**src/hw/rtl/osc52_pkg.sv**
```systemverilog
// ----------------------------------------------------------------------------
// OSC 52 filter package
// Byte codes, parser state codes and the result item type used by the filter;
// the stream interfaces take the byte width from here.
// ----------------------------------------------------------------------------
package osc52_pkg;

    localparam int ByteW  = 8;
    localparam int StateW = 4;

    // Byte codes of interest
    localparam logic [ByteW-1:0] C_ESC   = 8'h1b;
    localparam logic [ByteW-1:0] C_OSC   = 8'h9d;
    localparam logic [ByteW-1:0] C_ST    = 8'h9c;
    localparam logic [ByteW-1:0] C_BEL   = 8'h07;
    localparam logic [ByteW-1:0] C_RBR   = 8'h5d;
    localparam logic [ByteW-1:0] C_BSL   = 8'h5c;
    localparam logic [ByteW-1:0] C_FIVE  = 8'h35;
    localparam logic [ByteW-1:0] C_TWO   = 8'h32;
    localparam logic [ByteW-1:0] C_SEMI  = 8'h3b;
    localparam logic [ByteW-1:0] C_QUERY = 8'h3f;

    // Parser state codes
    localparam logic [StateW-1:0] S_IDLE      = 4'd0;
    localparam logic [StateW-1:0] S_ESC       = 4'd1;
    localparam logic [StateW-1:0] S_OSC       = 4'd2;
    localparam logic [StateW-1:0] S_5         = 4'd3;
    localparam logic [StateW-1:0] S_52        = 4'd4;
    localparam logic [StateW-1:0] S_CAP       = 4'd5;
    localparam logic [StateW-1:0] S_CAP_ESC   = 4'd6;
    localparam logic [StateW-1:0] S_OTHER     = 4'd7;
    localparam logic [StateW-1:0] S_OTHER_ESC = 4'd8;

    typedef struct packed {
        logic             capture_valid;
        logic [ByteW-1:0] capture_byte;
        logic             paste_done;
        logic             paste_cancel;
    } capture_result_t;

endpackage

```
**src/hw/rtl/osc52_byte_if.sv**
```systemverilog
// ----------------------------------------------------------------------------
// OSC 52 byte stream interface
// Valid/ready channel carrying one terminal output byte per item.
// ----------------------------------------------------------------------------
interface osc52_byte_if;
    logic                         valid;
    logic                         ready;
    logic [osc52_pkg::ByteW-1:0]  byte_in;

    modport source (output valid, output byte_in, input ready);
    modport sink   (input valid, input byte_in, output ready);
endinterface

```
**src/hw/rtl/osc52_capture_if.sv**
```systemverilog
// ----------------------------------------------------------------------------
// OSC 52 capture stream interface
// Valid/ready channel carrying one filter result item per input byte.
// ----------------------------------------------------------------------------
interface osc52_capture_if;
    logic                         valid;
    logic                         ready;
    logic                         capture_valid;
    logic [osc52_pkg::ByteW-1:0]  capture_byte;
    logic                         paste_done;
    logic                         paste_cancel;

    modport source (output valid, output capture_valid, output capture_byte,
                    output paste_done, output paste_cancel, input ready);
    modport sink   (input valid, input capture_valid, input capture_byte,
                    input paste_done, input paste_cancel, output ready);
endinterface

```
**src/hw/rtl/osc52_sequence_capture_filter.sv**
```systemverilog
// ----------------------------------------------------------------------------
// OSC 52 sequence capture filter
// Watches a terminal byte stream and passes on the payload of OSC 52
// sequences, flagging paste completion and cancellation.
// ----------------------------------------------------------------------------
// Throughput: 1 byte per cycle while the skid entry is empty; the parser
//   state update is a combinational decode, and a two-entry output buffer
//   (output register plus skid) registers each result item and keeps input
//   acceptance going while one result waits downstream.
// Reset: rst_n clears the parser to idle and empties the output buffer.
// ----------------------------------------------------------------------------
module osc52_sequence_capture_filter (
    input  logic                   clk,
    input  logic                   rst_n,
    osc52_byte_if.sink             bytes,
    osc52_capture_if.source        captures
);

    // Next state for a byte that follows an ESC outside a capture.
    function automatic logic [osc52_pkg::StateW-1:0] after_esc(
        input logic [osc52_pkg::ByteW-1:0] b);
        logic [osc52_pkg::StateW-1:0] n;
        if (b == osc52_pkg::C_RBR)
            n = osc52_pkg::S_OSC;
        else if (b == osc52_pkg::C_ESC)
            n = osc52_pkg::S_ESC;
        else
            n = osc52_pkg::S_OTHER;
        return n;
    endfunction

    // Next state for a byte seen while skipping a foreign sequence.
    function automatic logic [osc52_pkg::StateW-1:0] in_other(
        input logic [osc52_pkg::ByteW-1:0] b);
        logic [osc52_pkg::StateW-1:0] n;
        if (b == osc52_pkg::C_ESC)
            n = osc52_pkg::S_OTHER_ESC;
        else if (b == osc52_pkg::C_ST || b == osc52_pkg::C_BEL)
            n = osc52_pkg::S_IDLE;
        else
            n = osc52_pkg::S_OTHER;
        return n;
    endfunction

    logic [osc52_pkg::StateW-1:0] parse_state_reg;
    logic [osc52_pkg::StateW-1:0] parse_state_next;

    osc52_pkg::capture_result_t   result;
    osc52_pkg::capture_result_t   out_data_reg;
    osc52_pkg::capture_result_t   skid_data_reg;
    logic                         out_valid_reg;
    logic                         skid_valid_reg;

    logic                         accept;
    logic                         out_load;
    logic [osc52_pkg::ByteW-1:0]  b;

    assign b           = bytes.byte_in;
    // The skid entry is the only thing that can block a new byte.
    assign bytes.ready = !skid_valid_reg;
    assign accept      = bytes.valid && !skid_valid_reg;
    assign out_load    = !out_valid_reg || captures.ready;

    // ------------------------------------------------------------------
    // Parser decode: next state and result item for the incoming byte.
    // Bytes that the parser re-examines (foreign OSC number, ESC inside
    // a payload or skipped sequence) are folded into the same decode.
    // ------------------------------------------------------------------
    always_comb
    begin
        parse_state_next     = osc52_pkg::S_IDLE;
        result.capture_valid = 1'b0;
        result.capture_byte  = '0;
        result.paste_done    = 1'b0;
        result.paste_cancel  = 1'b0;

        case (parse_state_reg)
            osc52_pkg::S_ESC:
            begin
                parse_state_next = after_esc(b);
            end
            osc52_pkg::S_OSC:
            begin
                parse_state_next = (b == osc52_pkg::C_FIVE) ? osc52_pkg::S_5 : in_other(b);
            end
            osc52_pkg::S_5:
            begin
                parse_state_next = (b == osc52_pkg::C_TWO) ? osc52_pkg::S_52 : in_other(b);
            end
            osc52_pkg::S_52:
            begin
                // Anything but ';' starts skipping without a second look.
                parse_state_next = (b == osc52_pkg::C_SEMI) ? osc52_pkg::S_CAP
                                                             : osc52_pkg::S_OTHER;
            end
            osc52_pkg::S_CAP:
            begin
                if (b == osc52_pkg::C_ESC)
                begin
                    parse_state_next = osc52_pkg::S_CAP_ESC;
                end
                else if (b == osc52_pkg::C_ST || b == osc52_pkg::C_BEL)
                begin
                    parse_state_next  = osc52_pkg::S_IDLE;
                    result.paste_done = 1'b1;
                end
                else if (b == osc52_pkg::C_QUERY)
                begin
                    // A query is not a paste: drop it and skip the rest.
                    parse_state_next    = osc52_pkg::S_OTHER;
                    result.paste_cancel = 1'b1;
                end
                else
                begin
                    parse_state_next     = osc52_pkg::S_CAP;
                    result.capture_valid = 1'b1;
                    result.capture_byte  = b;
                end
            end
            osc52_pkg::S_CAP_ESC:
            begin
                if (b == osc52_pkg::C_BSL)
                begin
                    parse_state_next  = osc52_pkg::S_IDLE;
                    result.paste_done = 1'b1;
                end
                else
                begin
                    // Abort the paste and treat the byte as following a fresh ESC.
                    parse_state_next    = after_esc(b);
                    result.paste_cancel = 1'b1;
                end
            end
            osc52_pkg::S_OTHER:
            begin
                parse_state_next = in_other(b);
            end
            osc52_pkg::S_OTHER_ESC:
            begin
                parse_state_next = (b == osc52_pkg::C_BSL) ? osc52_pkg::S_IDLE : after_esc(b);
            end
            default:
            begin
                // Idle, and any unused code behaves as idle.
                if (b == osc52_pkg::C_ESC)
                    parse_state_next = osc52_pkg::S_ESC;
                else if (b == osc52_pkg::C_OSC)
                    parse_state_next = osc52_pkg::S_OSC;
                else
                    parse_state_next = osc52_pkg::S_IDLE;
            end
        endcase
    end

    // Advance the parser only on an accepted byte.
    always_ff @(posedge clk or negedge rst_n)
    begin
        if (!rst_n)
            parse_state_reg <= osc52_pkg::S_IDLE;
        else if (accept)
            parse_state_reg <= parse_state_next;
    end

    // ------------------------------------------------------------------
    // Output buffer: output register in front, skid entry behind it.
    // The skid entry fills only when a result arrives while the output
    // register is stalled, and it drains first on the next free slot.
    // ------------------------------------------------------------------
    always_ff @(posedge clk or negedge rst_n)
    begin
        if (!rst_n)
        begin
            out_valid_reg  <= 1'b0;
            skid_valid_reg <= 1'b0;
        end
        else if (out_load)
        begin
            if (skid_valid_reg)
            begin
                out_valid_reg  <= 1'b1;
                skid_valid_reg <= 1'b0;
            end
            else
            begin
                out_valid_reg <= accept;
            end
        end
        else if (accept)
        begin
            skid_valid_reg <= 1'b1;
        end
    end

    always_ff @(posedge clk)
    begin
        if (out_load)
        begin
            if (skid_valid_reg)
                out_data_reg <= skid_data_reg;
            else if (accept)
                out_data_reg <= result;
        end
        else if (accept)
        begin
            skid_data_reg <= result;
        end
    end

    assign captures.valid         = out_valid_reg;
    assign captures.capture_valid = out_data_reg.capture_valid;
    assign captures.capture_byte  = out_data_reg.capture_byte;
    assign captures.paste_done    = out_data_reg.paste_done;
    assign captures.paste_cancel  = out_data_reg.paste_cancel;

    // ------------------------------------------------------------------
    // Assertions
    // ------------------------------------------------------------------
    // The skid entry is only ever occupied behind a full output register.
    a_skid_behind_out: assert property (@(posedge clk) disable iff (!rst_n)
        skid_valid_reg |-> out_valid_reg)
        else $error("skid entry occupied with empty output register");

    // The parser holds while no byte is accepted.
    a_state_holds: assert property (@(posedge clk) disable iff (!rst_n)
        !accept |=> $stable(parse_state_reg))
        else $error("parser state moved without an accepted byte");

    // A result item carries at most one of payload, done and cancel.
    a_result_onehot: assert property (@(posedge clk) disable iff (!rst_n)
        out_valid_reg |-> $onehot0({out_data_reg.capture_valid,
                                    out_data_reg.paste_done,
                                    out_data_reg.paste_cancel}))
        else $error("result item flags more than one event");

    // ESC during a capture always parks in the capture-escape state.
    a_cap_esc: assert property (@(posedge clk) disable iff (!rst_n)
        (accept && parse_state_reg == osc52_pkg::S_CAP && b == osc52_pkg::C_ESC)
        |=> parse_state_reg == osc52_pkg::S_CAP_ESC)
        else $error("ESC in payload did not enter capture-escape state");

endmodule

```
**src/flat_wrapper.sv**
```systemverilog
// flat-port wrapper written by rule: the top's interface ports become plain ports
module osc52_sequence_capture_filter_flat 
  (clk, rst_n, bytes_valid, bytes_byte_in, bytes_ready, captures_valid, captures_capture_valid, captures_capture_byte, captures_paste_done, captures_paste_cancel, captures_ready);
  osc52_byte_if bytes_i ();
  osc52_capture_if captures_i ();
  input  logic clk;
  input  logic rst_n;
  input wire logic [$bits(bytes_i.valid)-1:0] bytes_valid;
  input wire logic [$bits(bytes_i.byte_in)-1:0] bytes_byte_in;
  output wire logic [$bits(bytes_i.ready)-1:0] bytes_ready;
  output wire logic [$bits(captures_i.valid)-1:0] captures_valid;
  output wire logic [$bits(captures_i.capture_valid)-1:0] captures_capture_valid;
  output wire logic [$bits(captures_i.capture_byte)-1:0] captures_capture_byte;
  output wire logic [$bits(captures_i.paste_done)-1:0] captures_paste_done;
  output wire logic [$bits(captures_i.paste_cancel)-1:0] captures_paste_cancel;
  input wire logic [$bits(captures_i.ready)-1:0] captures_ready;
  assign bytes_i.valid = bytes_valid;
  assign bytes_i.byte_in = bytes_byte_in;
  assign bytes_ready = bytes_i.ready;
  assign captures_valid = captures_i.valid;
  assign captures_capture_valid = captures_i.capture_valid;
  assign captures_capture_byte = captures_i.capture_byte;
  assign captures_paste_done = captures_i.paste_done;
  assign captures_paste_cancel = captures_i.paste_cancel;
  assign captures_i.ready = captures_ready;
  osc52_sequence_capture_filter u_core (.clk(clk), .rst_n(rst_n), .bytes(bytes_i), .captures(captures_i));
endmodule
```
**config.mk**
```make
export PLATFORM = sky130hd
export DESIGN_NAME = osc52_sequence_capture_filter_flat
export DESIGN_NICKNAME = d
export VERILOG_FILES = /design/src/hw/rtl/osc52_pkg.sv /design/src/hw/rtl/osc52_byte_if.sv /design/src/hw/rtl/osc52_capture_if.sv /design/src/hw/rtl/osc52_sequence_capture_filter.sv /design/src/flat_wrapper.sv
export SDC_FILE = /design/constraint.sdc
export NUM_CORES = 1
export LEC_CHECK = 0
export ABC_AREA = 1
export BUFFER_PORTS_ARGS = -buffer_cell sky130_fd_sc_hd__buf_2
export CAP_MARGIN = 20
export CORE_UTILIZATION = 45
export CTS_CLUSTER_DIAMETER = 30
export DETAILED_ROUTE_END_ITERATION = 10
export PLACE_DENSITY = 0.68
export SYNTH_ARGS = -nofsm -noshare
export SYNTH_HDL_FRONTEND = slang
export SYNTH_SLANG_ARGS = --single-unit
```
**constraint.sdc**
```tcl
create_clock -name clk -period 1.5 [get_ports clk]
set_input_delay 0.15 -clock clk [delete_from_list [all_inputs] [get_ports clk]]
set_output_delay 0.15 -clock clk [all_outputs]
set_load 0.05 [all_outputs]
```
==> reports/qor.csv <==
metric,value,unit
"Hold Violations, Final",0,
Slew headroom,0.677,
gr usage total,0.188,
crit path kind,flop to flop,
share of cells above drive strength 1,0.273,
Yosys top cell area share,0.413,
1st-iter DRT viols,55,
worst hold slack,0.129,ns
post-synthesis sequential area ratio,0.507,
synth unique cells,20,
Routed WL,3070,µm
Max Root-Sink Buffers,2,
Yosys warnings,0,
status,finished clean,
Die Y,61.6,µm
"most common cell after layout, fill and taps aside",nand2_1,
die width,61.6,µm
CTS Root Cell,clkbuf_4,
CP Data Arrival Time,1.64,ns
DRC,0,
crit path capture type,flop,
Max VDD drop,0.000670,V
CTS tree,done,
"Reg clk slew, reported paths",0.13,ns
final setup TNS,0,ns
final-stage net count,269,
core footprint,0.00336,mm²
Fmax achieved,691,MHz
PwrDens,1160,mW/mm²
filler instances,319,
area growth from synthesis to layout,24.1,%
worst-margin pin slew,0.484,ns
post-synthesis cell count,213,
vias in the first global route,1259,
worst hold stages,4,
"commonest non-fill, non-tap cells in the layout","80 x nand2_1, 30 x nor2_1, 24 x inv_1, 23 x buf_2, 22 x edfxtp_1",
die area,0.00379,mm²
# setup viols final,0,
first-pass GRT wire length,5280,µm
Final Max Tran Viols,0,
Crit path required time,1.69,ns
Final ANT Viol Nets,0,
Worst Hold Class,input port to flop,
Pleak,0.980,nW
critical path peak fanout,8,
Synth Area per Inst,7.50,µm²
critical path launch point type,flop,
row count,21,
WL per Instance,10.2,µm
worst skew pair latency,0.31,ns
Starting Density,0.475,
via density per instance,4.53,
crit path time final,1.45,ns
max reg flops,11,
synth top area cells,"edfxtp_1 41%, nand2_1 20%, dfrtp_1 9.4%, nor2_1 8.2%, inv_1 5.9%",
synthesized area,0.00160,mm²
"area leader, netlist",edfxtp_1,
initial antenna violation count,0,
Clock Sinks,28,
final worst path period share,0.965,
Reg2Reg Depth,8,
GPL Wtd Cong,0.851,
Antenna diodes,0,
Yosys reg bits,28,
placed wire-length estimate,2440,µm
Pre-antenna DRT Iters,4,
I/O pin count,25,
maxcap violations,0,
CTS Buf Count,3,
Mapped Nets,225,
total global routing overflow,0,
RSZ-0062 raised after global routing,yes,
via count,1367,
H-Tree Level Count,1,
largest net degree at the start of global routing,16,
Worst Clk Skew,0.00269,ns
port bufs,24,
==> cells by family after synthesis <==
group,synth area share
AOI/OAI and AO/OA,0.0321
buffers and inverters,0.0728
DFF,0.507
and+or+nand+nor,0.388
==> cell usage after synthesis <==
| cell | count |
|---|---|
| clkbuf_1 | 1 |
| a31oi_1 | 1 |
| a21oi_1 | 2 |
| nor3_1 | 2 |
| inv_1 | 25 |
| edfxtp_1 | 22 |
| nor3_4 | 2 |
| inv_4 | 1 |
| nor2_1 | 35 |
| nand4_1 | 1 |
| buf_2 | 1 |
| nor2_2 | 7 |
| nand3_2 | 1 |
| dfrtp_1 | 6 |
| nand2_1 | 84 |
| inv_2 | 2 |
| o21bai_1 | 1 |
| o211ai_1 | 1 |
| o21ai_0 | 4 |
| nand3_1 | 14 |
==> power by group <==
part	internal, mW	switching [mW]	leakage (nW)
Combinational	0.338	0.650	0.679
Sequential	0.962	0.0662	0.286
Clock	0.104	0.190	0.0150
Total	1.40	0.906	0.980
==> path summary, 6_finish.rpt <==
path,startpoint,to,slack (ns)
max,u_core.parse_state_reg[0]$_DFFE_PN0P_,u_core.captures.capture_byte[3]$_DFFE_PP_,0.05
min,captures_ready,u_core.skid_valid_reg$_DFFE_PN0P_,0.13
max reg2reg,u_core.parse_state_reg[0]$_DFFE_PN0P_,u_core.captures.capture_byte[3]$_DFFE_PP_,0.05
min reg2reg,u_core.skid_data_reg[3]$_DFFE_PP_,u_core.captures.capture_byte[1]$_DFFE_PP_,0.53
max in group asynchronous,rst_n,u_core.parse_state_reg[0]$_DFFE_PN0P_,1.15
min in group asynchronous,rst_n,u_core.captures.valid$_DFFE_PN0N_,0.20
==> layer usage <==
metal	routed length [µm]	global-route usage
met1	1490	0.249
met2	1510	0.326
met3	51	0.0252
met4	21	0.0476
met5	0	0
==> metrics by stage <==
| step | total power [mW] | utilization | cells | area (µm²) | setup slack [ns] |
|---|---|---|---|---|---|
| 2_1_floorplan | 1.73 | - | 213 | 1600 | 0.00774 |
| 3_3_place_gp | 1.94 | 0.551 | 292 | 1850 | 0.0472 |
| 3_5_place_dp | 1.95 | 0.551 | 292 | 1850 | 0.0380 |
| 4_1_cts | 2.25 | 0.564 | 297 | 1900 | 0.0233 |
| 5_1_grt | 2.51 | 0.590 | 302 | 1980 | -0.0851 |
| 6_report | 2.31 | 0.590 | 302 | 1980 | 0.0530 |
==> timing repair <==
action                                  4_1_cts  5_1_grt
hold buffers                                  1        0
gates resized for setup                       2       17
cloned                                        0        0
endpoints found under the setup margin        1       35
pin swaps                                     0        3
hold endpoints to repair                      6        0
buffers inserted                              0        5
==> layout make-up <==
class                           instances  area, µm²  share of cell area
Sequential cell                        28        815               0.411
Multi-Input combinational cell        155        713               0.360
Timing Repair Buffer                   41        264               0.133
Inverter                               28        108              0.0543
Tap cell                               46       57.6              0.0290
Clock buffer                            4       26.3              0.0132
==> critical path, stage by stage, from the launching register on <==
cell     delay, ns
dfrtp_2       0.43
inv_2         0.07
nor3_4        0.20
inv_2         0.08
nor3_4        0.21
inv_4         0.11
nor2_2        0.12
nand2_1       0.07
nand2_1       0.05
(Power assumes the default switching activity.)
